### config.mk
export PLATFORM = sky130hd
export DESIGN_NAME = sha256_counter_keystream_xor_flat
export DESIGN_NICKNAME = d
export VERILOG_FILES = /design/src/hw/rtl/skx_pkg.sv /design/src/hw/rtl/skx_stream_if.sv /design/src/hw/rtl/skx_front.sv /design/src/hw/rtl/skx_queue.sv /design/src/hw/rtl/skx_hash.sv /design/src/hw/rtl/skx_back.sv /design/src/hw/rtl/sha256_counter_keystream_xor.sv /design/src/flat_wrapper.sv
export SDC_FILE = /design/constraint.sdc
export NUM_CORES = 2
export LEC_CHECK = 0
export ABC_CLOCK_PERIOD_IN_PS = 26200
export BUFFER_PORTS_ARGS = -buffer_cell sky130_fd_sc_hd__buf_2
export CAP_MARGIN = 20
export CORE_MARGIN = 1.5
export CORE_UTILIZATION = 60
export DETAILED_ROUTE_END_ITERATION = 7
export GPL_TIMING_DRIVEN = 0
export PLACE_DENSITY = 0.86
export SLEW_MARGIN = 20
export SYNTH_ARGS = -nofsm -noshare
export SYNTH_HDL_FRONTEND = slang
export SYNTH_HIERARCHICAL = 1
export SYNTH_SLANG_ARGS = --single-unit
export TNS_END_PERCENT = 30
### constraint.sdc
create_clock -name clk_i -period 26.2 [get_ports clk_i]
set_input_delay 2.62 -clock clk_i [delete_from_list [all_inputs] [get_ports clk_i]]
set_output_delay 2.62 -clock clk_i [all_outputs]
set_load 0.05 [all_outputs]
### src/hw/rtl/skx_pkg.sv
// Shared types, constants and SHA-256 helper functions.
// No dependencies.
`default_nettype none
package skx_pkg;
  localparam int unsigned KsBytes    = 32;
  localparam int unsigned CfgIdxW    = 3;
  localparam int unsigned CfgDataW   = 64;
  localparam int unsigned QueueDepth = 4;
  localparam int unsigned Rounds     = 64;

  typedef enum logic [CfgIdxW-1:0] {
    RegKey0 = 3'd0, RegKey1 = 3'd1, RegKey2 = 3'd2, RegKey3 = 3'd3,
    RegNonceLo = 3'd4, RegNonceHi = 3'd5
  } cfg_reg_e;

  // One classified byte: data, last flag, whether a new block starts here and byte position.
  typedef struct packed {
    logic [7:0] data;
    logic       last;
    logic       refill;
    logic [4:0] pos;
  } item_t;

  typedef struct packed {
    logic        start;
    logic [63:0] counter;
  } hash_req_t;

  function automatic logic [31:0] round_k(input logic [5:0] i);
    logic [31:0] k;
    unique case (i)
      6'd0: k = 32'h428a2f98; 6'd1: k = 32'h71374491; 6'd2: k = 32'hb5c0fbcf;
      6'd3: k = 32'he9b5dba5; 6'd4: k = 32'h3956c25b; 6'd5: k = 32'h59f111f1;
      6'd6: k = 32'h923f82a4; 6'd7: k = 32'hab1c5ed5; 6'd8: k = 32'hd807aa98;
      6'd9: k = 32'h12835b01; 6'd10: k = 32'h243185be; 6'd11: k = 32'h550c7dc3;
      6'd12: k = 32'h72be5d74; 6'd13: k = 32'h80deb1fe; 6'd14: k = 32'h9bdc06a7;
      6'd15: k = 32'hc19bf174; 6'd16: k = 32'he49b69c1; 6'd17: k = 32'hefbe4786;
      6'd18: k = 32'h0fc19dc6; 6'd19: k = 32'h240ca1cc; 6'd20: k = 32'h2de92c6f;
      6'd21: k = 32'h4a7484aa; 6'd22: k = 32'h5cb0a9dc; 6'd23: k = 32'h76f988da;
      6'd24: k = 32'h983e5152; 6'd25: k = 32'ha831c66d; 6'd26: k = 32'hb00327c8;
      6'd27: k = 32'hbf597fc7; 6'd28: k = 32'hc6e00bf3; 6'd29: k = 32'hd5a79147;
      6'd30: k = 32'h06ca6351; 6'd31: k = 32'h14292967; 6'd32: k = 32'h27b70a85;
      6'd33: k = 32'h2e1b2138; 6'd34: k = 32'h4d2c6dfc; 6'd35: k = 32'h53380d13;
      6'd36: k = 32'h650a7354; 6'd37: k = 32'h766a0abb; 6'd38: k = 32'h81c2c92e;
      6'd39: k = 32'h92722c85; 6'd40: k = 32'ha2bfe8a1; 6'd41: k = 32'ha81a664b;
      6'd42: k = 32'hc24b8b70; 6'd43: k = 32'hc76c51a3; 6'd44: k = 32'hd192e819;
      6'd45: k = 32'hd6990624; 6'd46: k = 32'hf40e3585; 6'd47: k = 32'h106aa070;
      6'd48: k = 32'h19a4c116; 6'd49: k = 32'h1e376c08; 6'd50: k = 32'h2748774c;
      6'd51: k = 32'h34b0bcb5; 6'd52: k = 32'h391c0cb3; 6'd53: k = 32'h4ed8aa4a;
      6'd54: k = 32'h5b9cca4f; 6'd55: k = 32'h682e6ff3; 6'd56: k = 32'h748f82ee;
      6'd57: k = 32'h78a5636f; 6'd58: k = 32'h84c87814; 6'd59: k = 32'h8cc70208;
      6'd60: k = 32'h90befffa; 6'd61: k = 32'ha4506ceb; 6'd62: k = 32'hbef9a3f7;
      default: k = 32'hc67178f2;
    endcase
    return k;
  endfunction

  localparam logic [255:0] InitH = {
    32'h6a09e667, 32'hbb67ae85, 32'h3c6ef372, 32'ha54ff53a,
    32'h510e527f, 32'h9b05688c, 32'h1f83d9ab, 32'h5be0cd19};

  function automatic logic [31:0] rotr(input logic [31:0] x, input int unsigned n);
    return (x >> n) | (x << (32 - n));
  endfunction
endpackage
`default_nettype wire

### src/hw/rtl/skx_stream_if.sv
// Valid/ready channel interface with a parameterized payload type.
// Depends on nothing.
`default_nettype none
interface skx_stream_if #(parameter type payload_t = logic [8:0]);
  logic     valid;
  logic     ready;
  payload_t payload;
  modport source (output valid, output payload, input ready);
  modport sink (input valid, input payload, output ready);
endinterface
`default_nettype wire

### src/hw/rtl/skx_front.sv
// Front end: accepts bytes, tracks byte position and marks block refills.
// Depends on skx_pkg.
`default_nettype none
module skx_front import skx_pkg::*; (
  input  wire logic       clk_i,
  input  wire logic       rst_ni,
  input  wire logic       in_valid_i,
  output logic            in_ready_o,
  input  wire logic [7:0] data_i,
  input  wire logic       last_i,
  output logic            push_o,
  output item_t           item_o,
  input  wire logic       full_i
);
  logic [4:0] pos_q, pos_d;

  assign in_ready_o = !full_i;
  assign push_o     = in_valid_i && !full_i;

  always_comb begin
    item_o.data   = data_i;
    item_o.last   = last_i;
    item_o.refill = (pos_q == 5'd0);
    item_o.pos    = pos_q;
    pos_d = pos_q;
    if (push_o) begin
      pos_d = last_i ? 5'd0 : pos_q + 5'd1;
    end
  end

  always_ff @(posedge clk_i or negedge rst_ni) begin
    if (!rst_ni) begin
      pos_q <= '0;
    end else begin
      pos_q <= pos_d;
    end
  end
endmodule
`default_nettype wire

### src/hw/rtl/skx_queue.sv
// Small FIFO of classified items between front and back.
// Depends on skx_pkg.
`default_nettype none
module skx_queue import skx_pkg::*; #(
  parameter int unsigned Depth = QueueDepth
) (
  input  wire logic  clk_i,
  input  wire logic  rst_ni,
  input  wire logic  push_i,
  input  item_t      item_i,
  output logic       full_o,
  input  wire logic  pop_i,
  output logic       empty_o,
  output item_t      item_o
);
  localparam int unsigned AW = $clog2(Depth);
  item_t        mem_q [Depth];
  logic [AW:0]  wr_q, rd_q;

  assign empty_o = (wr_q == rd_q);
  assign full_o  = (wr_q[AW-1:0] == rd_q[AW-1:0]) && (wr_q[AW] != rd_q[AW]);
  assign item_o  = mem_q[rd_q[AW-1:0]];

  always_ff @(posedge clk_i) begin
    if (push_i) begin
      mem_q[wr_q[AW-1:0]] <= item_i;
    end
  end

  always_ff @(posedge clk_i or negedge rst_ni) begin
    if (!rst_ni) begin
      wr_q <= '0;
      rd_q <= '0;
    end else begin
      if (push_i) wr_q <= wr_q + 1'b1;
      if (pop_i)  rd_q <= rd_q + 1'b1;
    end
  end
endmodule
`default_nettype wire

### src/hw/rtl/skx_hash.sv
// Iterative SHA-256 core: one round per cycle over the fixed 52-byte message.
// Depends on skx_pkg.
`default_nettype none
module skx_hash import skx_pkg::*; (
  input  wire logic         clk_i,
  input  wire logic         rst_ni,
  input  hash_req_t         req_i,
  input  wire logic [255:0] key_i,
  input  wire logic [95:0]  nonce_i,
  output logic              busy_o,
  output logic              done_o,
  output logic [255:0]      digest_o
);
  logic [31:0]  w_q [16];
  logic [31:0]  s_q [8];
  logic [6:0]   rnd_q;
  logic         busy_q, done_q;
  logic [511:0] blk;
  logic [31:0]  w_new, t1, t2, e1, a0, ch, mj, s0, s1, wcur;

  // Build the padded block; bytes are little-endian within each register.
  always_comb begin
    blk = '0;
    for (int i = 0; i < 32; i++) blk[511-8*i -: 8] = key_i[8*i +: 8];
    for (int i = 0; i < 12; i++) blk[255-8*i -: 8] = nonce_i[8*i +: 8];
    for (int i = 0; i < 8; i++)  blk[159-8*i -: 8] = req_i.counter[8*i +: 8];
    blk[95:88] = 8'h80;
    blk[15:0]  = 16'd416;
  end

  assign wcur  = w_q[0];
  assign s0    = rotr(w_q[1], 7) ^ rotr(w_q[1], 18) ^ (w_q[1] >> 3);
  assign s1    = rotr(w_q[14], 17) ^ rotr(w_q[14], 19) ^ (w_q[14] >> 10);
  assign w_new = w_q[0] + s0 + w_q[9] + s1;
  assign e1    = rotr(s_q[4], 6) ^ rotr(s_q[4], 11) ^ rotr(s_q[4], 25);
  assign ch    = (s_q[4] & s_q[5]) ^ (~s_q[4] & s_q[6]);
  assign t1    = s_q[7] + e1 + ch + round_k(rnd_q[5:0]) + wcur;
  assign a0    = rotr(s_q[0], 2) ^ rotr(s_q[0], 13) ^ rotr(s_q[0], 22);
  assign mj    = (s_q[0] & s_q[1]) ^ (s_q[0] & s_q[2]) ^ (s_q[1] & s_q[2]);
  assign t2    = a0 + mj;

  always_comb begin
    for (int i = 0; i < 8; i++) begin
      digest_o[255-32*i -: 32] = InitH[255-32*i -: 32] + s_q[i];
    end
  end

  assign busy_o = busy_q;
  assign done_o = done_q;

  always_ff @(posedge clk_i) begin
    if (req_i.start && !busy_q) begin
      for (int i = 0; i < 16; i++) w_q[i] <= blk[511-32*i -: 32];
      for (int i = 0; i < 8; i++)  s_q[i] <= InitH[255-32*i -: 32];
    end else if (busy_q) begin
      for (int i = 0; i < 15; i++) w_q[i] <= w_q[i+1];
      w_q[15] <= w_new;
      s_q[7] <= s_q[6]; s_q[6] <= s_q[5]; s_q[5] <= s_q[4];
      s_q[4] <= s_q[3] + t1;
      s_q[3] <= s_q[2]; s_q[2] <= s_q[1]; s_q[1] <= s_q[0];
      s_q[0] <= t1 + t2;
    end
  end

  always_ff @(posedge clk_i or negedge rst_ni) begin
    if (!rst_ni) begin
      rnd_q  <= '0;
      busy_q <= 1'b0;
      done_q <= 1'b0;
    end else begin
      done_q <= 1'b0;
      if (req_i.start && !busy_q) begin
        busy_q <= 1'b1;
        rnd_q  <= '0;
      end else if (busy_q) begin
        rnd_q <= rnd_q + 7'd1;
        if (rnd_q == 7'(Rounds - 1)) begin
          busy_q <= 1'b0;
          done_q <= 1'b1;
        end
      end
    end
  end
endmodule
`default_nettype wire

### src/hw/rtl/skx_back.sv
// Back end: runs block refills, holds the keystream block, XORs and outputs.
// Depends on skx_pkg and skx_hash.
`default_nettype none
module skx_back import skx_pkg::*; (
  input  wire logic         clk_i,
  input  wire logic         rst_ni,
  input  wire logic         empty_i,
  input  item_t             item_i,
  output logic              pop_o,
  input  wire logic [255:0] key_i,
  input  wire logic [95:0]  nonce_i,
  output logic              out_valid_o,
  input  wire logic         out_ready_i,
  output logic [7:0]        data_o,
  output logic              last_o
);
  logic [255:0] ks_q;
  logic         ks_ok_q;     // a freshly hashed block waits for the next refill item
  logic [63:0]  ctr_q;
  logic         ov_q;
  logic [7:0]   od_q;
  logic         ol_q;
  hash_req_t    req;
  logic         busy, done;
  logic [255:0] digest;
  logic         can_emit, slot_free;

  skx_hash u_hash (
    .clk_i, .rst_ni, .req_i(req), .key_i, .nonce_i,
    .busy_o(busy), .done_o(done), .digest_o(digest)
  );

  assign slot_free = !ov_q || out_ready_i;
  // A refill item waits until its block is hashed.
  assign can_emit  = !empty_i && (!item_i.refill || ks_ok_q) && slot_free;
  assign pop_o     = can_emit;
  assign req.start   = !empty_i && item_i.refill && !ks_ok_q && !busy && !done;
  assign req.counter = ctr_q;

  assign out_valid_o = ov_q;
  assign data_o      = od_q;
  assign last_o      = ol_q;

  always_ff @(posedge clk_i) begin
    if (done) ks_q <= digest;
    if (can_emit) begin
      od_q <= item_i.data ^ ks_q[255-8*item_i.pos -: 8];
      ol_q <= item_i.last;
    end
  end

  always_ff @(posedge clk_i or negedge rst_ni) begin
    if (!rst_ni) begin
      ks_ok_q <= 1'b0;
      ctr_q   <= '0;
      ov_q    <= 1'b0;
    end else begin
      if (done) begin
        ks_ok_q <= 1'b1;
        ctr_q   <= ctr_q + 64'd1;
      end else if (can_emit && item_i.refill) begin
        ks_ok_q <= 1'b0;
      end
      if (can_emit && item_i.last) begin
        ctr_q <= '0;
      end
      if (can_emit) begin
        ov_q <= 1'b1;
      end else if (out_ready_i) begin
        ov_q <= 1'b0;
      end
    end
  end
endmodule
`default_nettype wire

### src/hw/rtl/sha256_counter_keystream_xor.sv
// SHA-256 counter-mode keystream XOR, one byte per transfer. Keystream block n
// = SHA-256(key || nonce || n as 64-bit little-endian); a byte with last set
// returns counter and byte position to zero. With no output stall, a
// byte that starts a block (byte position 0) waits at the queue head while a
// single iterative core hashes the block: a start step, 64 rounds at one per
// cycle and a digest capture, after which it leaves. Bytes 1..31 of the block
// then leave at one per cycle while they wait in the queue. A byte that needs
// no refill passes through a queue entry and then the output register. The
// hash starts only when the refill byte reaches the queue head; it never runs
// ahead of the previous block's bytes. The front end accepts bytes into a
// 4-entry queue while the hash runs; the back end XORs with the digest and
// registers the result, so input transfers continue while a result waits,
// until the queue is full. Configuration writes take effect at the next
// block computed.
// Depends on skx_pkg, skx_stream_if, skx_front, skx_queue, skx_back.
`default_nettype none
module sha256_counter_keystream_xor import skx_pkg::*; #(
  parameter int unsigned QDepth = QueueDepth
) (
  input  wire logic                clk_i,
  input  wire logic                rst_ni,
  skx_stream_if.sink               in_if,
  skx_stream_if.source             out_if,
  input  wire logic                cfg_we_i,
  input  wire logic [CfgIdxW-1:0]  cfg_idx_i,
  input  wire logic [CfgDataW-1:0] cfg_data_i
);
  logic [255:0] key_q;
  logic [95:0]  nonce_q;
  logic         push, full, pop, empty;
  item_t        fitem, qitem;

  always_ff @(posedge clk_i or negedge rst_ni) begin
    if (!rst_ni) begin
      key_q   <= '0;
      nonce_q <= '0;
    end else if (cfg_we_i) begin
      unique case (cfg_reg_e'(cfg_idx_i))
        RegKey0:    key_q[63:0]    <= cfg_data_i;
        RegKey1:    key_q[127:64]  <= cfg_data_i;
        RegKey2:    key_q[191:128] <= cfg_data_i;
        RegKey3:    key_q[255:192] <= cfg_data_i;
        RegNonceLo: nonce_q[63:0]  <= cfg_data_i;
        RegNonceHi: nonce_q[95:64] <= cfg_data_i[31:0];
        default: ;  // writes beyond the map are dropped
      endcase
    end
  end

  skx_front u_front (
    .clk_i, .rst_ni, .in_valid_i(in_if.valid), .in_ready_o(in_if.ready),
    .data_i(in_if.payload[8:1]), .last_i(in_if.payload[0]),
    .push_o(push), .item_o(fitem), .full_i(full)
  );

  skx_queue #(.Depth(QDepth)) u_queue (
    .clk_i, .rst_ni, .push_i(push), .item_i(fitem), .full_o(full),
    .pop_i(pop), .empty_o(empty), .item_o(qitem)
  );

  skx_back u_back (
    .clk_i, .rst_ni, .empty_i(empty), .item_i(qitem), .pop_o(pop),
    .key_i(key_q), .nonce_i(nonce_q), .out_valid_o(out_if.valid),
    .out_ready_i(out_if.ready), .data_o(out_if.payload[8:1]),
    .last_o(out_if.payload[0])
  );
endmodule
`default_nettype wire

### src/flat_wrapper.sv
// flat-port wrapper written by rule: the top's interface ports become plain ports
module sha256_counter_keystream_xor_flat import skx_pkg::*;
#(
  parameter int unsigned QDepth = QueueDepth
)
  (clk_i, rst_ni, cfg_we_i, cfg_idx_i, cfg_data_i, in_if_valid, in_if_payload, in_if_ready, out_if_valid, out_if_payload, out_if_ready);
  skx_stream_if in_if_i ();
  skx_stream_if out_if_i ();
  input  wire logic clk_i;
  input  wire logic rst_ni;
  input  wire logic cfg_we_i;
  input  wire logic [CfgIdxW-1:0] cfg_idx_i;
  input  wire logic [CfgDataW-1:0] cfg_data_i;
  input wire logic [$bits(in_if_i.valid)-1:0] in_if_valid;
  input wire logic [$bits(in_if_i.payload)-1:0] in_if_payload;
  output wire logic [$bits(in_if_i.ready)-1:0] in_if_ready;
  output wire logic [$bits(out_if_i.valid)-1:0] out_if_valid;
  output wire logic [$bits(out_if_i.payload)-1:0] out_if_payload;
  input wire logic [$bits(out_if_i.ready)-1:0] out_if_ready;
  assign in_if_i.valid = in_if_valid;
  assign in_if_i.payload = in_if_payload;
  assign in_if_ready = in_if_i.ready;
  assign out_if_valid = out_if_i.valid;
  assign out_if_payload = out_if_i.payload;
  assign out_if_i.ready = out_if_ready;
  sha256_counter_keystream_xor #(.QDepth(QDepth)) u_core (.clk_i(clk_i), .rst_ni(rst_ni), .in_if(in_if_i), .out_if(out_if_i), .cfg_we_i(cfg_we_i), .cfg_idx_i(cfg_idx_i), .cfg_data_i(cfg_data_i));
endmodule
==> flow_metrics.py <==
metrics = {
    "outcome": {
        "status": "finished with violations",
        "violations": "design-rule violations",
    },
    "routing": {
        "avgRoutedWirePerCell_um": 30.8,
        "antenna_left": 0,
        "drc": 2,
        "routed-via-count": 54800,
        "drt-initial-drc-count": 7831,
        "drtPass1Iterations": 8,
        "drt-vias-per-instance": 6.61,
        "finalWirelength_um": 256000,
    },
    "sta": {
        "finalSetupViolations": 0,
        "slew_headroom_pct": 15.1,
        "setup_slack_ns": 14.20,
        "report.final.hold_viol_count": 0,
        "unrepaired_setup_endpoints_after_global_routing": "no",
        "finalClockSkew_ns": 0.0567,
        "maxSlewViolCount": 0,
        "timing.final.crit_share_pct": 45.8,
        "worst_pin_slew_ns": 1.27,
        "max_freq_mhz": 83.3,
        "timing.final.crit_period_ns": 12.00,
    },
    "cells_and_area": {
        "fillCellCount": 8857,
        "final_cell_count_no_fill": 8290,
        "multiInputGateArea_sq_um": 33900,
        "drive_above_1_share_pct": 18.9,
        "nNetsFinal": 6835,
        "sequential_cell_area_sq_um": 43800,
        "syn_to_final_growth_pct": 10.3,
    },
    "global_routing": {
        "met3_capacity_usage_during_global_routing_pct": 9.79,
        "global_route.usage.met2_pct": 57.6,
        "grt_overflow": 0,
        "grt_antenna_before_repair": 16,
        "via_count_of_the_first_global_routing_pass": 53600,
        "globalRoute.busiestLayer": "met2",
        "grt_use_total_pct": 37.6,
        "largest_net_degree_at_the_start_of_global_routing": 112,
        "wire_length_of_the_first_global_routing_pass_um": 367000,
        "met1_usage_pct": 47.9,
    },
    "clocking": {
        "cts_htree_levels": 4,
        "clock_sinks": 1531,
        "clock-root-buffer": "clkbuf_16",
        "number_of_buffers_created_by_cts": 152,
        "worstSkewPairLatency_ns": 0.83,
        "postCtsHoldBufs": 0,
        "cts-resized-gates": 0,
        "path_clk_slew_ns": 0.06,
        "cts_tree": "built",
        "postCtsSetupRepairBufs": 0,
        "cts.path.max_buffers": 3,
    },
    "floorplanning": {
        "initial_utilization_pct": 60.6,
        "die_h_um": 368,
        "core-area_sq_um": 132000,
        "floorplan.die_area_sq_um": 136000,
        "pin_count": 92,
        "num_rows": 133,
        "die_width_um": 368,
    },
    "placed_design": {
        "gpl.final_weighted_congestion": 1.00,
        "placedCellCount": 8007,
        "dp_hpwl_um": 182000,
        "port_buffers": 83,
        "detailedPlace.worstSlack_ns": 14.49,
    },
    "critical_path": {
        "setup.reg_to_reg.worst_slack_ns": 14.20,
        "maximum_fanout_along_the_worst_path": 15,
        "worstRegToRegCells": 36,
        "cp_data_arrival_time_ns": 12.57,
        "setup.worst_path.start": "u_core/u_back/u_hash/rnd_q[0]$_DFFE_PN0P_",
        "crit_path_start_kind": "flip-flop",
        "timing.rr.end": "u_core/u_back/u_hash/s_q[0][31]$_SDFFCE_PN0P_",
        "critPathCapture": "u_core/u_back/u_hash/s_q[0][31]$_SDFFCE_PN0P_",
        "timing.critical_path.required_ns": 26.77,
        "critical-path-slowest-cell": "a21oi_1",
        "worst_path_largest_cell_delay_ns": 0.72,
        "worst-setup-path-type": "flip-flop to flip-flop",
        "worstSetupEndpointType": "flip-flop",
        "cpMostUsedCell": "fa_1",
        "crit-reg2reg-launch": "u_core/u_back/u_hash/rnd_q[0]$_DFFE_PN0P_",
    },
    "synthesis": {
        "postSynthNetCount": 6577,
        "ys.warnings.count": 6,
        "ys_flop_type": "edfxtp_1",
        "synth-seq-cells": 1531,
        "netlist_area_sq_um": 80000,
        "avgSynthCellArea_sq_um": 13.0,
        "synth-async-reset-ratio_pct": 28.6,
        "netlist_instances": 6148,
        "seq_area_frac_synth_pct": 54.7,
        "synth_cell_type_count": 102,
        "edff_count_synth": 1093,
    },
    "run": {
        "timing.max_cap.violations": 0,
    },
    "hold_path": {
        "holdCritPathClass": "flip-flop to flip-flop",
    },
}
-- cell usage in the layout (no fill, tap or decap), drive strengths merged, types with 15 or more instances in the layout --
cell type     n
a311oi       20
mux2        708
mux2i        25
o211ai       21
nor2        279
nor4         20
nor2b        52
clkbuf      414
clkinv       63
and3         25
mux4         78
and2        196
maj3         31
a21oi       187
o21a         32
or3          30
xnor2       453
nand4        32
a21o         50
dfrtp       438
fa          187
o31ai        18
nand2       567
nand2b      143
and4         15
a31oi        32
inv         202
xor2        178
ha          161
bufinv       15
edfxtp     1093
o21bai       26
o21ai       178
nand3        72
nor3         77
a211oi       40
buf         204
-- synthesized netlist by cell type (21+ instances only) --
cell type	number	area share (%)
nand4_1	31	0.24
o21bai_1	25	0.23
nand2_1	567	2.7
or3_1	28	0.22
nor3_1	76	0.48
o211ai_1	21	0.20
mux4_2	71	2.0
nor2b_1	52	0.41
xnor2_1	453	5.0
maj3_1	31	0.39
clkbuf_1	221	1.0
o21ai_0	160	1.0
nand3_1	72	0.45
buf_6	27	0.38
a21oi_1	186	1.2
mux2i_1	25	0.31
dfrtp_1	438	14
nor2_1	279	1.3
mux2_2	707	10
inv_1	195	0.92
a21o_1	48	0.45
a211oi_1	39	0.37
edfxtp_1	1093	41
nand2b_1	142	1.1
o21a_1	32	0.30
ha_1	161	2.5
and3_1	25	0.20
fa_1	187	4.7
and2_1	195	1.5
xor2_1	178	1.9
buf_2	32	0.20
a31oi_1	31	0.24
-- sequential cells by signal, summed over array words and instances (netlist names), 5 cells and up --
register and cells:
u_core/key_q 256, u_core/u_back/u_hash/rnd_q 7, u_core/nonce_q 96, u_core/u_back/u_hash/w_q 512, u_core/u_back/u_hash/s_q 256, u_core/u_back/data_o 8
u_core/u_back/ctr_q 64, u_core/u_back/ks_q 256, u_core/u_front/pos_q 5, u_core/u_queue/mem_q 60
-- worst max-delay path, delay by kind of cell, from the launching register on --
| kind | cells | cell delay (ns) |
|---|---|---|
| buffers and inverters | 7 | 2.52 |
| flip-flops | 1 | 0.51 |
| AO/OA/AOI/OAI | 15 | 4.38 |
| AND/OR/NAND/NOR | 5 | 0.79 |
| XOR/XNOR | 1 | 0.18 |
| adder cells (fa/ha/maj) | 8 | 3.33 |
-- metrics by stage --
step / cell area, sq um / util (%) / TNS [ns] / hold WS (ns)
global placement: 82600 / 62.6 / -3354.02 / 0.461
detailed placement: 83200 / 63.0 / 0 / 0.467
global route: 88300 / 66.9 / 0 / 0.506
floorplan: 80000 / - / 0 / 0.432
finish: 88300 / 66.9 / 0 / 0.467
CTS: 88300 / 66.9 / 0 / 0.481
-- routing by layer --
metal | vias up | routed length, um
li1 | 22500 | -
met1 | 27400 | 90000
met2 | 3916 | 116000
met3 | 907 | 30500
met4 | 26 | 19100
met5 | - | 151
-- worst min path at each step --
| stage | start | end | slack [ns] | cells after the start |
|---|---|---|---|---|
| global route | u_core/u_back/u_hash/rnd_q[6]$_DFFE_PN0P_ | u_core/u_back/u_hash/done_o$_DFF_PN0_ | 0.51 | 1 |
| global placement | u_core/u_back/u_hash/rnd_q[6]$_DFFE_PN0P_ | u_core/u_back/u_hash/done_o$_DFF_PN0_ | 0.46 | 1 |
| detailed placement | u_core/u_back/u_hash/rnd_q[6]$_DFFE_PN0P_ | u_core/u_back/u_hash/done_o$_DFF_PN0_ | 0.47 | 1 |
| finish | u_core/u_back/u_hash/rnd_q[6]$_DFFE_PN0P_ | u_core/u_back/u_hash/done_o$_DFF_PN0_ | 0.47 | 1 |
| CTS | u_core/u_back/u_hash/rnd_q[6]$_DFFE_PN0P_ | u_core/u_back/u_hash/done_o$_DFF_PN0_ | 0.48 | 1 |
| floorplan | u_core/u_back/u_hash/rnd_q[6]$_DFFE_PN0P_ | u_core/u_back/u_hash/done_o$_DFF_PN0_ | 0.43 | 1 |
-- cells by family after synthesis --
logic type,share of synthesized area [%]
buf+inv,2.85
compound gates,5.82
mux,12.5
simple gates,9.56
xor+xnor,6.94
flops,54.7
fa+ha+maj,7.59
-- cell type report --
class / count / share of cell area [%]
buffer: 321 / 1.75
antenna: 2 / 0.00567
sequential: 1531 / 49.6
multi-input combinational: 4098 / 38.5
tap: 1755 / 2.49
clock inverter: 88 / 1.17
inverter: 198 / 0.850
clock buffer: 193 / 4.60
timing repair buffer: 104 / 1.07
Power is not shown: default switching activity piles up to over one toggle a cycle in this logic, so the estimate is an artifact.
